**config.mk**
```make
export PLATFORM = sky130hd
export DESIGN_NAME = partition_header_checker_core
export DESIGN_NICKNAME = d
export VERILOG_FILES = /design/src/rtl/phc_pkg.sv /design/src/rtl/partition_header_checker_core.sv /design/src/rtl/phc_accum.sv /design/src/rtl/phc_out_reg.sv
export VERILOG_INCLUDE_DIRS = /design/src /design/src/rtl
export SDC_FILE = /design/constraint.sdc
export NUM_CORES = 1
export LEC_CHECK = 0
export BUFFER_PORTS_ARGS = -buffer_cell sky130_fd_sc_hd__buf_4
export CELL_PAD_IN_SITES_DETAIL_PLACEMENT = 1
export CELL_PAD_IN_SITES_GLOBAL_PLACEMENT = 1
export CORE_UTILIZATION = 49
export DETAILED_ROUTE_END_ITERATION = 10
export PLACE_DENSITY_LB_ADDON = 0.1
export SYNTH_ARGS = -nofsm -noshare
export SYNTH_HDL_FRONTEND = slang
export SYNTH_SLANG_ARGS = --single-unit
```
**constraint.sdc**
```tcl
create_clock -name clk -period 24.7 [get_ports clk]
set_clock_uncertainty 0.15 [all_clocks]
set_input_delay 2.47 -clock clk [delete_from_list [all_inputs] [get_ports clk]]
set_output_delay 2.47 -clock clk [all_outputs]
set_load 0.05 [all_outputs]
```
**src/rtl/partition_header_checker_core_defines.svh**
```systemverilog
// assertion macros shared by the checker rtl
`ifndef PARTITION_HEADER_CHECKER_CORE_DEFINES_SVH
`define PARTITION_HEADER_CHECKER_CORE_DEFINES_SVH

// same-cycle implication, disabled during reset
`define PHC_ASSERT_IMPL(LABEL, CLK, RST, ANTE, CONS, MSG) \
  LABEL: assert property (@(posedge CLK) disable iff (RST) (ANTE) |-> (CONS)) \
    else $error(MSG);

// next-cycle implication, disabled during reset
`define PHC_ASSERT_NEXT(LABEL, CLK, RST, ANTE, CONS, MSG) \
  LABEL: assert property (@(posedge CLK) disable iff (RST) (ANTE) |=> (CONS)) \
    else $error(MSG);

`endif

```
**src/rtl/phc_pkg.sv**
```systemverilog
`default_nettype none
package phc_pkg;

  localparam int BYTE_W      = 8;
  localparam int WORD_W      = 32;
  localparam int HALF_W      = 16;
  localparam int POS_W       = 11;
  localparam int ASM_W       = 24;
  localparam int CFG_INDEX_W = 1;
  localparam int CFG_DATA_W  = 32;
  localparam int TDATA_W     = 320;
  localparam int TUSER_W     = 3;

  // register indexes
  localparam logic [CFG_INDEX_W-1:0] REG_MAGIC    = 1'd0;
  localparam logic [CFG_INDEX_W-1:0] REG_MBR_TYPE = 1'd1;

  localparam logic [WORD_W-1:0] MAGIC_RESET    = 32'h0041_5041;
  localparam logic [HALF_W-1:0] MBR_TYPE_RESET = 16'd1;

  // word index (byte offset / 4) of each captured word
  localparam logic [7:0] WI_STORED    = 8'd0;
  localparam logic [7:0] WI_MAGIC     = 8'd1;
  localparam logic [7:0] WI_NEXT      = 8'd2;
  localparam logic [7:0] WI_PREV      = 8'd3;
  localparam logic [7:0] WI_START     = 8'd16;
  localparam logic [7:0] WI_LENGTH    = 8'd17;
  localparam logic [7:0] WI_TYPE      = 8'd18;
  localparam logic [7:0] WI_SUB       = 8'd19;
  localparam logic [7:0] WI_OSD_START = 8'd76;
  localparam logic [7:0] WI_OSD_SIZE  = 8'd77;

  // byte 16..21 holds the id, bytes 256..287 the signature
  localparam logic [6:0] ID_BLOCK  = 7'd2;
  localparam logic [2:0] ID_LEN    = 3'd6;
  localparam logic [4:0] SIG_BLOCK = 5'd8;

  localparam logic [BYTE_W-1:0] ID_PATTERN [6] = '{
    8'h5F, 8'h5F, 8'h6D, 8'h62, 8'h72, 8'h00
  };

  localparam logic [BYTE_W-1:0] SIG_PATTERN [32] = '{
    8'h53, 8'h6F, 8'h6E, 8'h79, 8'h20, 8'h43, 8'h6F, 8'h6D,
    8'h70, 8'h75, 8'h74, 8'h65, 8'h72, 8'h20, 8'h45, 8'h6E,
    8'h74, 8'h65, 8'h72, 8'h74, 8'h61, 8'h69, 8'h6E, 8'h6D,
    8'h65, 8'h6E, 8'h74, 8'h20, 8'h49, 8'h6E, 8'h63, 8'h2E
  };

  typedef enum logic [2:0] {
    STATUS_VALID      = 3'd0,
    STATUS_INCOMPLETE = 3'd1,
    STATUS_NO_MAGIC   = 3'd2,
    STATUS_BAD_SUM    = 3'd3,
    STATUS_BAD_MBR    = 3'd4
  } status_t;

  typedef struct packed {
    logic [WORD_W-1:0] magic_word;
    logic [HALF_W-1:0] mbr_type_code;
  } cfg_t;

  typedef struct packed {
    logic [BYTE_W-1:0] byte_value;
    logic              check_mbr;
    logic              last_byte;
  } item_t;

  typedef struct packed {
    status_t           status;
    logic [WORD_W-1:0] stored_sum;
    logic [WORD_W-1:0] computed_sum;
    logic [WORD_W-1:0] next_sector;
    logic [WORD_W-1:0] previous_sector;
    logic [WORD_W-1:0] start_sector;
    logic [WORD_W-1:0] length_sectors;
    logic [HALF_W-1:0] part_type;
    logic [HALF_W-1:0] part_flags;
    logic [WORD_W-1:0] sub_count;
    logic [WORD_W-1:0] osd_start_sector;
    logic [WORD_W-1:0] osd_size_sectors;
  } result_t;

endpackage
`default_nettype wire

```
**src/rtl/partition_header_checker_core.sv**
```systemverilog
// Partition header checker: takes a 1024-byte partition header one byte per item on the
// slave stream, sums its little-endian words from offset 4 to 1020 with 32-bit wrap,
// captures the link, size, type and OSD words, and on the item flagged tlast gives one
// result item carrying a status (valid, incomplete, no magic, bad checksum, invalid MBR)
// and the captured words; status incomplete or no magic comes with all data zero. Bytes
// past the 1024th are dropped, though their tlast still ends the header. The block takes
// one byte every cycle unless stalled; a result passes the input and result registers
// to the master side. The only stall is a last byte held in the input register while
// the result register still holds an untaken result. The user writes the expected magic
// word and MBR type code on the cfg port while no header is in progress; not enforced.
`default_nettype none
`include "partition_header_checker_core_defines.svh"
module partition_header_checker_core (
  input  wire logic                              clk,
  input  wire logic                              rst,
  // configuration writes
  input  wire logic                              cfg_we,
  input  wire logic [phc_pkg::CFG_INDEX_W-1:0]   cfg_index,
  input  wire logic [phc_pkg::CFG_DATA_W-1:0]    cfg_data,
  // header bytes
  input  wire logic                              s_tvalid,
  output logic                                   s_tready,
  input  wire logic [phc_pkg::BYTE_W-1:0]        s_tdata,   // byte_value
  input  wire logic                              s_tuser,   // check_mbr
  input  wire logic                              s_tlast,   // last_byte
  // results
  output logic                                   m_tvalid,
  input  wire logic                              m_tready,
  // stored_sum, computed_sum, next_sector, previous_sector, start_sector,
  // length_sectors, part_type, part_flags, sub_count, osd_start_sector,
  // osd_size_sectors
  output logic [phc_pkg::TDATA_W-1:0]            m_tdata,
  output logic [phc_pkg::TUSER_W-1:0]            m_tuser    // status
);

  phc_pkg::cfg_t    cfg;
  phc_pkg::item_t   in_item;
  phc_pkg::result_t result_comb;
  phc_pkg::result_t result_q;
  logic             in_valid;
  logic             fire;
  logic             load;
  logic             out_free;

  // config registers, unknown indexes dropped
  always_ff @(posedge clk) begin
    if (rst) begin
      cfg.magic_word    <= phc_pkg::MAGIC_RESET;
      cfg.mbr_type_code <= phc_pkg::MBR_TYPE_RESET;
    end else if (cfg_we) begin
      case (cfg_index)
        phc_pkg::REG_MAGIC:    cfg.magic_word    <= cfg_data;
        phc_pkg::REG_MBR_TYPE: cfg.mbr_type_code <= cfg_data[phc_pkg::HALF_W-1:0];
        default: ;
      endcase
    end
  end

  // input register: a plain byte always moves on, a last byte needs a free result slot
  assign fire     = in_valid && (!in_item.last_byte || out_free);
  assign load     = fire && in_item.last_byte;
  assign s_tready = !in_valid || fire;

  always_ff @(posedge clk) begin
    if (rst) begin
      in_valid <= 1'b0;
    end else if (s_tready) begin
      in_valid <= s_tvalid;
    end
  end

  always_ff @(posedge clk) begin
    if (s_tvalid && s_tready) begin
      in_item.byte_value <= s_tdata;
      in_item.check_mbr  <= s_tuser;
      in_item.last_byte  <= s_tlast;
    end
  end

  // byte count, word sum, field capture and final checks
  phc_accum u_accum (
    .clk    (clk),
    .rst    (rst),
    .fire   (fire),
    .item   (in_item),
    .cfg    (cfg),
    .result (result_comb)
  );

  // result register
  phc_out_reg u_out_reg (
    .clk       (clk),
    .rst       (rst),
    .load      (load),
    .result_in (result_comb),
    .ready     (m_tready),
    .valid     (m_tvalid),
    .free      (out_free),
    .result_q  (result_q)
  );

  assign m_tuser = result_q.status;
  assign m_tdata = {result_q.osd_size_sectors, result_q.osd_start_sector,
                    result_q.sub_count, result_q.part_flags, result_q.part_type,
                    result_q.length_sectors, result_q.start_sector,
                    result_q.previous_sector, result_q.next_sector,
                    result_q.computed_sum, result_q.stored_sum};

  // a short or unmatched header never leaks captured words
  `PHC_ASSERT_IMPL(a_fail_zero, clk, rst,
    m_tvalid && (m_tuser == phc_pkg::STATUS_INCOMPLETE ||
                 m_tuser == phc_pkg::STATUS_NO_MAGIC),
    m_tdata == '0, "failed header result carries nonzero data")
  // a result is only loaded into an empty or draining slot
  `PHC_ASSERT_IMPL(a_load_free, clk, rst, load, !m_tvalid || m_tready,
    "result overwritten before it was taken")
  // an accepted byte lands in the input register
  `PHC_ASSERT_NEXT(a_in_hold, clk, rst, s_tvalid && s_tready, in_valid,
    "accepted item lost from input register")

endmodule
`default_nettype wire

```
**src/rtl/phc_accum.sv**
```systemverilog
`default_nettype none
module phc_accum (
  input  wire logic           clk,
  input  wire logic           rst,
  input  wire logic           fire,
  input  wire phc_pkg::item_t item,
  input  wire phc_pkg::cfg_t  cfg,
  output phc_pkg::result_t    result
);

  logic [phc_pkg::POS_W-1:0]  pos, pos_next;
  logic [phc_pkg::ASM_W-1:0]  asm_word, asm_word_next;
  logic [phc_pkg::WORD_W-1:0] sum, sum_next;
  logic [phc_pkg::WORD_W-1:0] stored, stored_next;
  logic [phc_pkg::WORD_W-1:0] magic, magic_next;
  logic [phc_pkg::WORD_W-1:0] next_sec, next_sec_next;
  logic [phc_pkg::WORD_W-1:0] prev_sec, prev_sec_next;
  logic [phc_pkg::WORD_W-1:0] start, start_next;
  logic [phc_pkg::WORD_W-1:0] length, length_next;
  logic [phc_pkg::HALF_W-1:0] ptype, ptype_next;
  logic [phc_pkg::HALF_W-1:0] pflags, pflags_next;
  logic [phc_pkg::WORD_W-1:0] sub, sub_next;
  logic [phc_pkg::WORD_W-1:0] osd_start, osd_start_next;
  logic [phc_pkg::WORD_W-1:0] osd_size, osd_size_next;
  logic                       id_ok, id_ok_next;
  logic                       sig_ok, sig_ok_next;
  logic                       chk_mbr, chk_mbr_next;

  logic [phc_pkg::WORD_W-1:0] word;
  logic [7:0]                 widx;
  logic                       mbr_ok;

  assign word = {item.byte_value, asm_word};
  assign widx = pos[9:2];

  // state after taking this byte, before any end-of-header clear
  always_comb begin
    pos_next       = pos;
    asm_word_next  = asm_word;
    sum_next       = sum;
    stored_next    = stored;
    magic_next     = magic;
    next_sec_next  = next_sec;
    prev_sec_next  = prev_sec;
    start_next     = start;
    length_next    = length;
    ptype_next     = ptype;
    pflags_next    = pflags;
    sub_next       = sub;
    osd_start_next = osd_start;
    osd_size_next  = osd_size;
    id_ok_next     = id_ok;
    sig_ok_next    = sig_ok;
    chk_mbr_next   = chk_mbr;
    if (!pos[phc_pkg::POS_W-1]) begin
      pos_next = pos + 11'd1;
      if (pos == '0) begin
        chk_mbr_next = item.check_mbr;
      end
      if (pos[9:3] == phc_pkg::ID_BLOCK && pos[2:0] < phc_pkg::ID_LEN &&
          item.byte_value != phc_pkg::ID_PATTERN[pos[2:0]]) begin
        id_ok_next = 1'b0;
      end
      if (pos[9:5] == phc_pkg::SIG_BLOCK &&
          item.byte_value != phc_pkg::SIG_PATTERN[pos[4:0]]) begin
        sig_ok_next = 1'b0;
      end
      case (pos[1:0])
        2'd0: asm_word_next = {16'h0000, item.byte_value};
        2'd1: asm_word_next[15:8] = item.byte_value;
        2'd2: asm_word_next[23:16] = item.byte_value;
        default: begin
          asm_word_next = '0;
          if (widx != phc_pkg::WI_STORED) begin
            sum_next = sum + word;
          end
          case (widx)
            phc_pkg::WI_STORED:    stored_next    = word;
            phc_pkg::WI_MAGIC:     magic_next     = word;
            phc_pkg::WI_NEXT:      next_sec_next  = word;
            phc_pkg::WI_PREV:      prev_sec_next  = word;
            phc_pkg::WI_START:     start_next     = word;
            phc_pkg::WI_LENGTH:    length_next    = word;
            phc_pkg::WI_TYPE: begin
              ptype_next  = word[15:0];
              pflags_next = word[31:16];
            end
            phc_pkg::WI_SUB:       sub_next       = word;
            phc_pkg::WI_OSD_START: osd_start_next = word;
            phc_pkg::WI_OSD_SIZE:  osd_size_next  = word;
            default: ;
          endcase
        end
      endcase
    end
  end

  assign mbr_ok = id_ok_next && sig_ok_next && start_next == '0 &&
                  ptype_next == cfg.mbr_type_code;

  always_comb begin
    result        = '0;
    result.status = phc_pkg::STATUS_INCOMPLETE;
    if (!pos_next[phc_pkg::POS_W-1]) begin
      result.status = phc_pkg::STATUS_INCOMPLETE;
    end else if (magic_next != cfg.magic_word) begin
      result.status = phc_pkg::STATUS_NO_MAGIC;
    end else begin
      result.stored_sum       = stored_next;
      result.computed_sum     = sum_next;
      result.next_sector      = next_sec_next;
      result.previous_sector  = prev_sec_next;
      result.start_sector     = start_next;
      result.length_sectors   = length_next;
      result.part_type        = ptype_next;
      result.part_flags       = pflags_next;
      result.sub_count        = sub_next;
      result.osd_start_sector = osd_start_next;
      result.osd_size_sectors = osd_size_next;
      if (stored_next != sum_next) begin
        result.status = phc_pkg::STATUS_BAD_SUM;
      end else if (chk_mbr_next && !mbr_ok) begin
        result.status = phc_pkg::STATUS_BAD_MBR;
      end else begin
        result.status = phc_pkg::STATUS_VALID;
      end
    end
  end

  always_ff @(posedge clk) begin
    if (rst || (fire && item.last_byte)) begin
      pos       <= '0;
      asm_word  <= '0;
      sum       <= '0;
      stored    <= '0;
      magic     <= '0;
      next_sec  <= '0;
      prev_sec  <= '0;
      start     <= '0;
      length    <= '0;
      ptype     <= '0;
      pflags    <= '0;
      sub       <= '0;
      osd_start <= '0;
      osd_size  <= '0;
      id_ok     <= 1'b1;
      sig_ok    <= 1'b1;
      chk_mbr   <= 1'b1;
    end else if (fire) begin
      pos       <= pos_next;
      asm_word  <= asm_word_next;
      sum       <= sum_next;
      stored    <= stored_next;
      magic     <= magic_next;
      next_sec  <= next_sec_next;
      prev_sec  <= prev_sec_next;
      start     <= start_next;
      length    <= length_next;
      ptype     <= ptype_next;
      pflags    <= pflags_next;
      sub       <= sub_next;
      osd_start <= osd_start_next;
      osd_size  <= osd_size_next;
      id_ok     <= id_ok_next;
      sig_ok    <= sig_ok_next;
      chk_mbr   <= chk_mbr_next;
    end
  end

endmodule
`default_nettype wire

```
**src/rtl/phc_out_reg.sv**
```systemverilog
`default_nettype none
module phc_out_reg (
  input  wire logic             clk,
  input  wire logic             rst,
  input  wire logic             load,
  input  wire phc_pkg::result_t result_in,
  input  wire logic             ready,
  output logic                  valid,
  output logic                  free,
  output phc_pkg::result_t      result_q
);

  assign free = !valid || ready;

  always_ff @(posedge clk) begin
    if (rst) begin
      valid <= 1'b0;
    end else if (load) begin
      valid <= 1'b1;
    end else if (ready) begin
      valid <= 1'b0;
    end
  end

  always_ff @(posedge clk) begin
    if (load) begin
      result_q <= result_in;
    end
  end

endmodule
`default_nettype wire

```
==> out/results.ini <==
[logic_synthesis]
synth_area_um2 = 35900
avgSynthCellArea_um2 = 8.91
synth_nets = 4113
async_reset_ff_frac = 0
yosysSeqAreaShare = 0.524
yosys_warnings = 0
synth-edff-count = 333
synth_cell_types = 79
ys_seq_elements = 773
syn_inst = 4024
ys.flop_type = dfxtp_1

[placement]
port-buffer-count = 372
dp.cells = 5085
gp_congestion = 0.902
dp_hpwl_um = 79600
dpl_worst_slack_ns = 17.79

[worst_setup_path]
slowest_delay_ns = 1.03
cp_slowest_cell = buf_4
cp-end-kind = flip-flop
crit_fanout = 81
crit_chain = ha_1 -> nor4b_1 -> and2_1 -> nand2_4 -> mux2i_1 -> xor2_1 -> nand4_1 -> nor4_1 -> nand4_1 -> or2_4 -> buf_4 -> buf_4 -> buf_4 -> a21oi_2
setup.worst_path.start_class = flip-flop
reg2reg_slack_ns = 17.60
cpMostUsedCell = buf_4
cp_data_required_time_ns = 24.89
cp_data_arrival_time_ns = 7.29
criticalPathCategory = flip-flop to flip-flop

[die]
die_h_um = 273
start_util = 0.498
fp-row-count = 98
design.core.area_um2 = 72000
die-area_um2 = 74300
die_x_um = 273
ios = 373

[clocking]
cts.sink_count = 773
numCtsBuffers = 81
cts_tree = done
cts_resized = 0
cts_hold_buffers = 0
cts_setup_buffers = 0
cts.htree.levels = 3
clock-root-buffer = clkbuf_16
path_clk_slew_ns = 0.06
clk_path_buf_depth = 3
worstSkewPairLatency_ns = 0.64

[route]
drt.antenna.violating_nets = 0
drt_first_pass_iters = 5
drt_iter0_markers = 2720
drc = 0
routed-via-count = 30800
wl_per_cell_um = 24.0
drt_wl_total_um = 126000
via_per_inst = 5.89

[worst_hold_path]
holdCritPathClass = flip-flop to flip-flop

[global_routing]
grt_overflow_total = 0
grt_util_met2 = 0.550
antenna_found_initial = 0
gr-usage-met3 = 0.0448
use_met1 = 0.440
grt.busiest_layer = met2
grt_start_max_net_pins = 146
grt_pass1_vias = 30900
grt_pass1_wl_um = 190000
grtUsageTotal = 0.333

[sta]
layout_setup_ws_ns = 17.60
slew_headroom = 0.123
rsz0062_at_grt = no
fmax_ghz = 0.141
fin_crit_sh = 0.288
layout_min_cycle_time_ns = 7.10
fin_tns_setup_ns = 0
worst_pin_slew_ns = 1.31
drv_slew = 0
hold_violations = 0
setup_viol = 0

[pwr]
p_switching_uw = 653
p_per_area_nw_per_um2 = 65.7
power_frac_comb = 0.055
vdd_drop_max_mv = 0.0500
power.internal_mw = 2.08
p_total_mw = 2.73
p_clk_frac = 0.449
power_leakage_nw = 14.4
pwr-share-seq = 0.496
switching_share = 0.239

[final_layout]
antenna_cells = 0
drive_gt1_frac = 0.197
layout.nets = 4307
most-common-layout-cells = 1344 x nand2_1, 460 x a21oi_1, 449 x buf_4, 439 x dfxtp_1, 333 x edfxtp_1
largest_register_ffs = 323
areaGrowthSynthToFinish_pct = 15.9
max_flop_register = u_out_reg.result_q
layout_commonest_cell = nand2_1
fin_cells = 5234
reg_top3 = u_out_reg.result_q (323), cfg (48)
final_util = 0.578
fill_cells = 8259

[outcome]
status = completed

[job]
drv_cap = 0

layout make-up:
type                    count  area, µm²  share of cell area
clock buffers             106       2200              0.0530
clock inverters            43        404             0.00972
inverters                  25       93.8             0.00226
multi-input cells        2886      15500               0.372
flip-flops and latches    773      18800               0.452
well taps                 950       1190              0.0286
repair buffers            451       3410              0.0820
metrics by stage:
step                      hold WS [ns]  instance area [µm²]
after global placement           0.284                39000
final                            0.304                41600
after detailed placement         0.297                39000
after CTS                        0.306                41600
after floorplan                  0.276                35900
after global routing             0.314                41600
kinds of logic (layout without fill, tap and decap cells):
family	Yosys count	after routing	synth area share
AOI/OAI and AO/OA	891	891	0.163
xor gates and xnor gates	114	114	0.0283
adders and majority gates	41	41	0.0145
buffers and inverters	365	625	0.0461
DFF	773	773	0.524
muxes	88	88	0.0246
and+or+nand+nor	1752	1752	0.199
worst paths after layout:
check                    from  cells after the start                 endpoint
min          u_accum.ptype[1]                      2         u_accum.ptype[1]
min reg2reg  u_accum.ptype[1]                      2         u_accum.ptype[1]
max            u_accum.pos[1]                     14  u_out_reg.result_q[166]
max reg2reg    u_accum.pos[1]                     14  u_out_reg.result_q[166]
layer usage:
| layer | share of wire | wire length (µm) |
|---|---|---|
| met5 | 0 | 0 |
| met4 | 0.038 | 4820 |
| met3 | 0.063 | 7860 |
| met2 | 0.48 | 60300 |
| met1 | 0.42 | 52600 |
power by group through the flow:
stage          sequential (mW)  clock, mW  combinational [mW]
2_1_floorplan             1.40          0              0.0769
3_3_place_gp              1.38          0               0.146
3_5_place_dp              1.38          0               0.148
4_1_cts                   1.35       1.24               0.149
5_1_grt                   1.36       1.28               0.159
6_report                  1.35       1.23               0.150
synthesized netlist by cell type, types with 12 or more instances:
cell type  count  area share
a211oi_1      39      0.0082
a21o_1        20      0.0042
a21oi_1      461       0.064
a21oi_2      240       0.059
and2_1        17      0.0030
and3_1        12      0.0021
buf_1         12      0.0013
buf_6         35       0.011
clkbuf_1     281       0.029
dfxtp_1      440        0.25
edfxtp_1     333        0.28
ha_1          40       0.014
inv_1         23      0.0024
mux2i_1       87       0.024
nand2_1     1344        0.14
nand3_1       50      0.0070
nand4_1       38      0.0066
nor2_1       168       0.018
nor3_1        36      0.0050
nor4_1        26      0.0045
o21a_1        12      0.0025
o21ai_0       35      0.0049
or3_1         15      0.0026
xnor2_1       44       0.011
xor2_1        69       0.017
critical path, delay by kind of cell (launching register included):
| family | cells | cell delay, ns |
|---|---|---|
| fa+ha+maj | 1 | 0.26 |
| compound gates | 1 | 0.03 |
| xor+xnor | 1 | 0.10 |
| flops | 1 | 0.55 |
| buf+inv | 3 | 2.83 |
| mux | 1 | 0.36 |
| simple gates | 7 | 2.21 |
(Power assumes the default switching activity.)
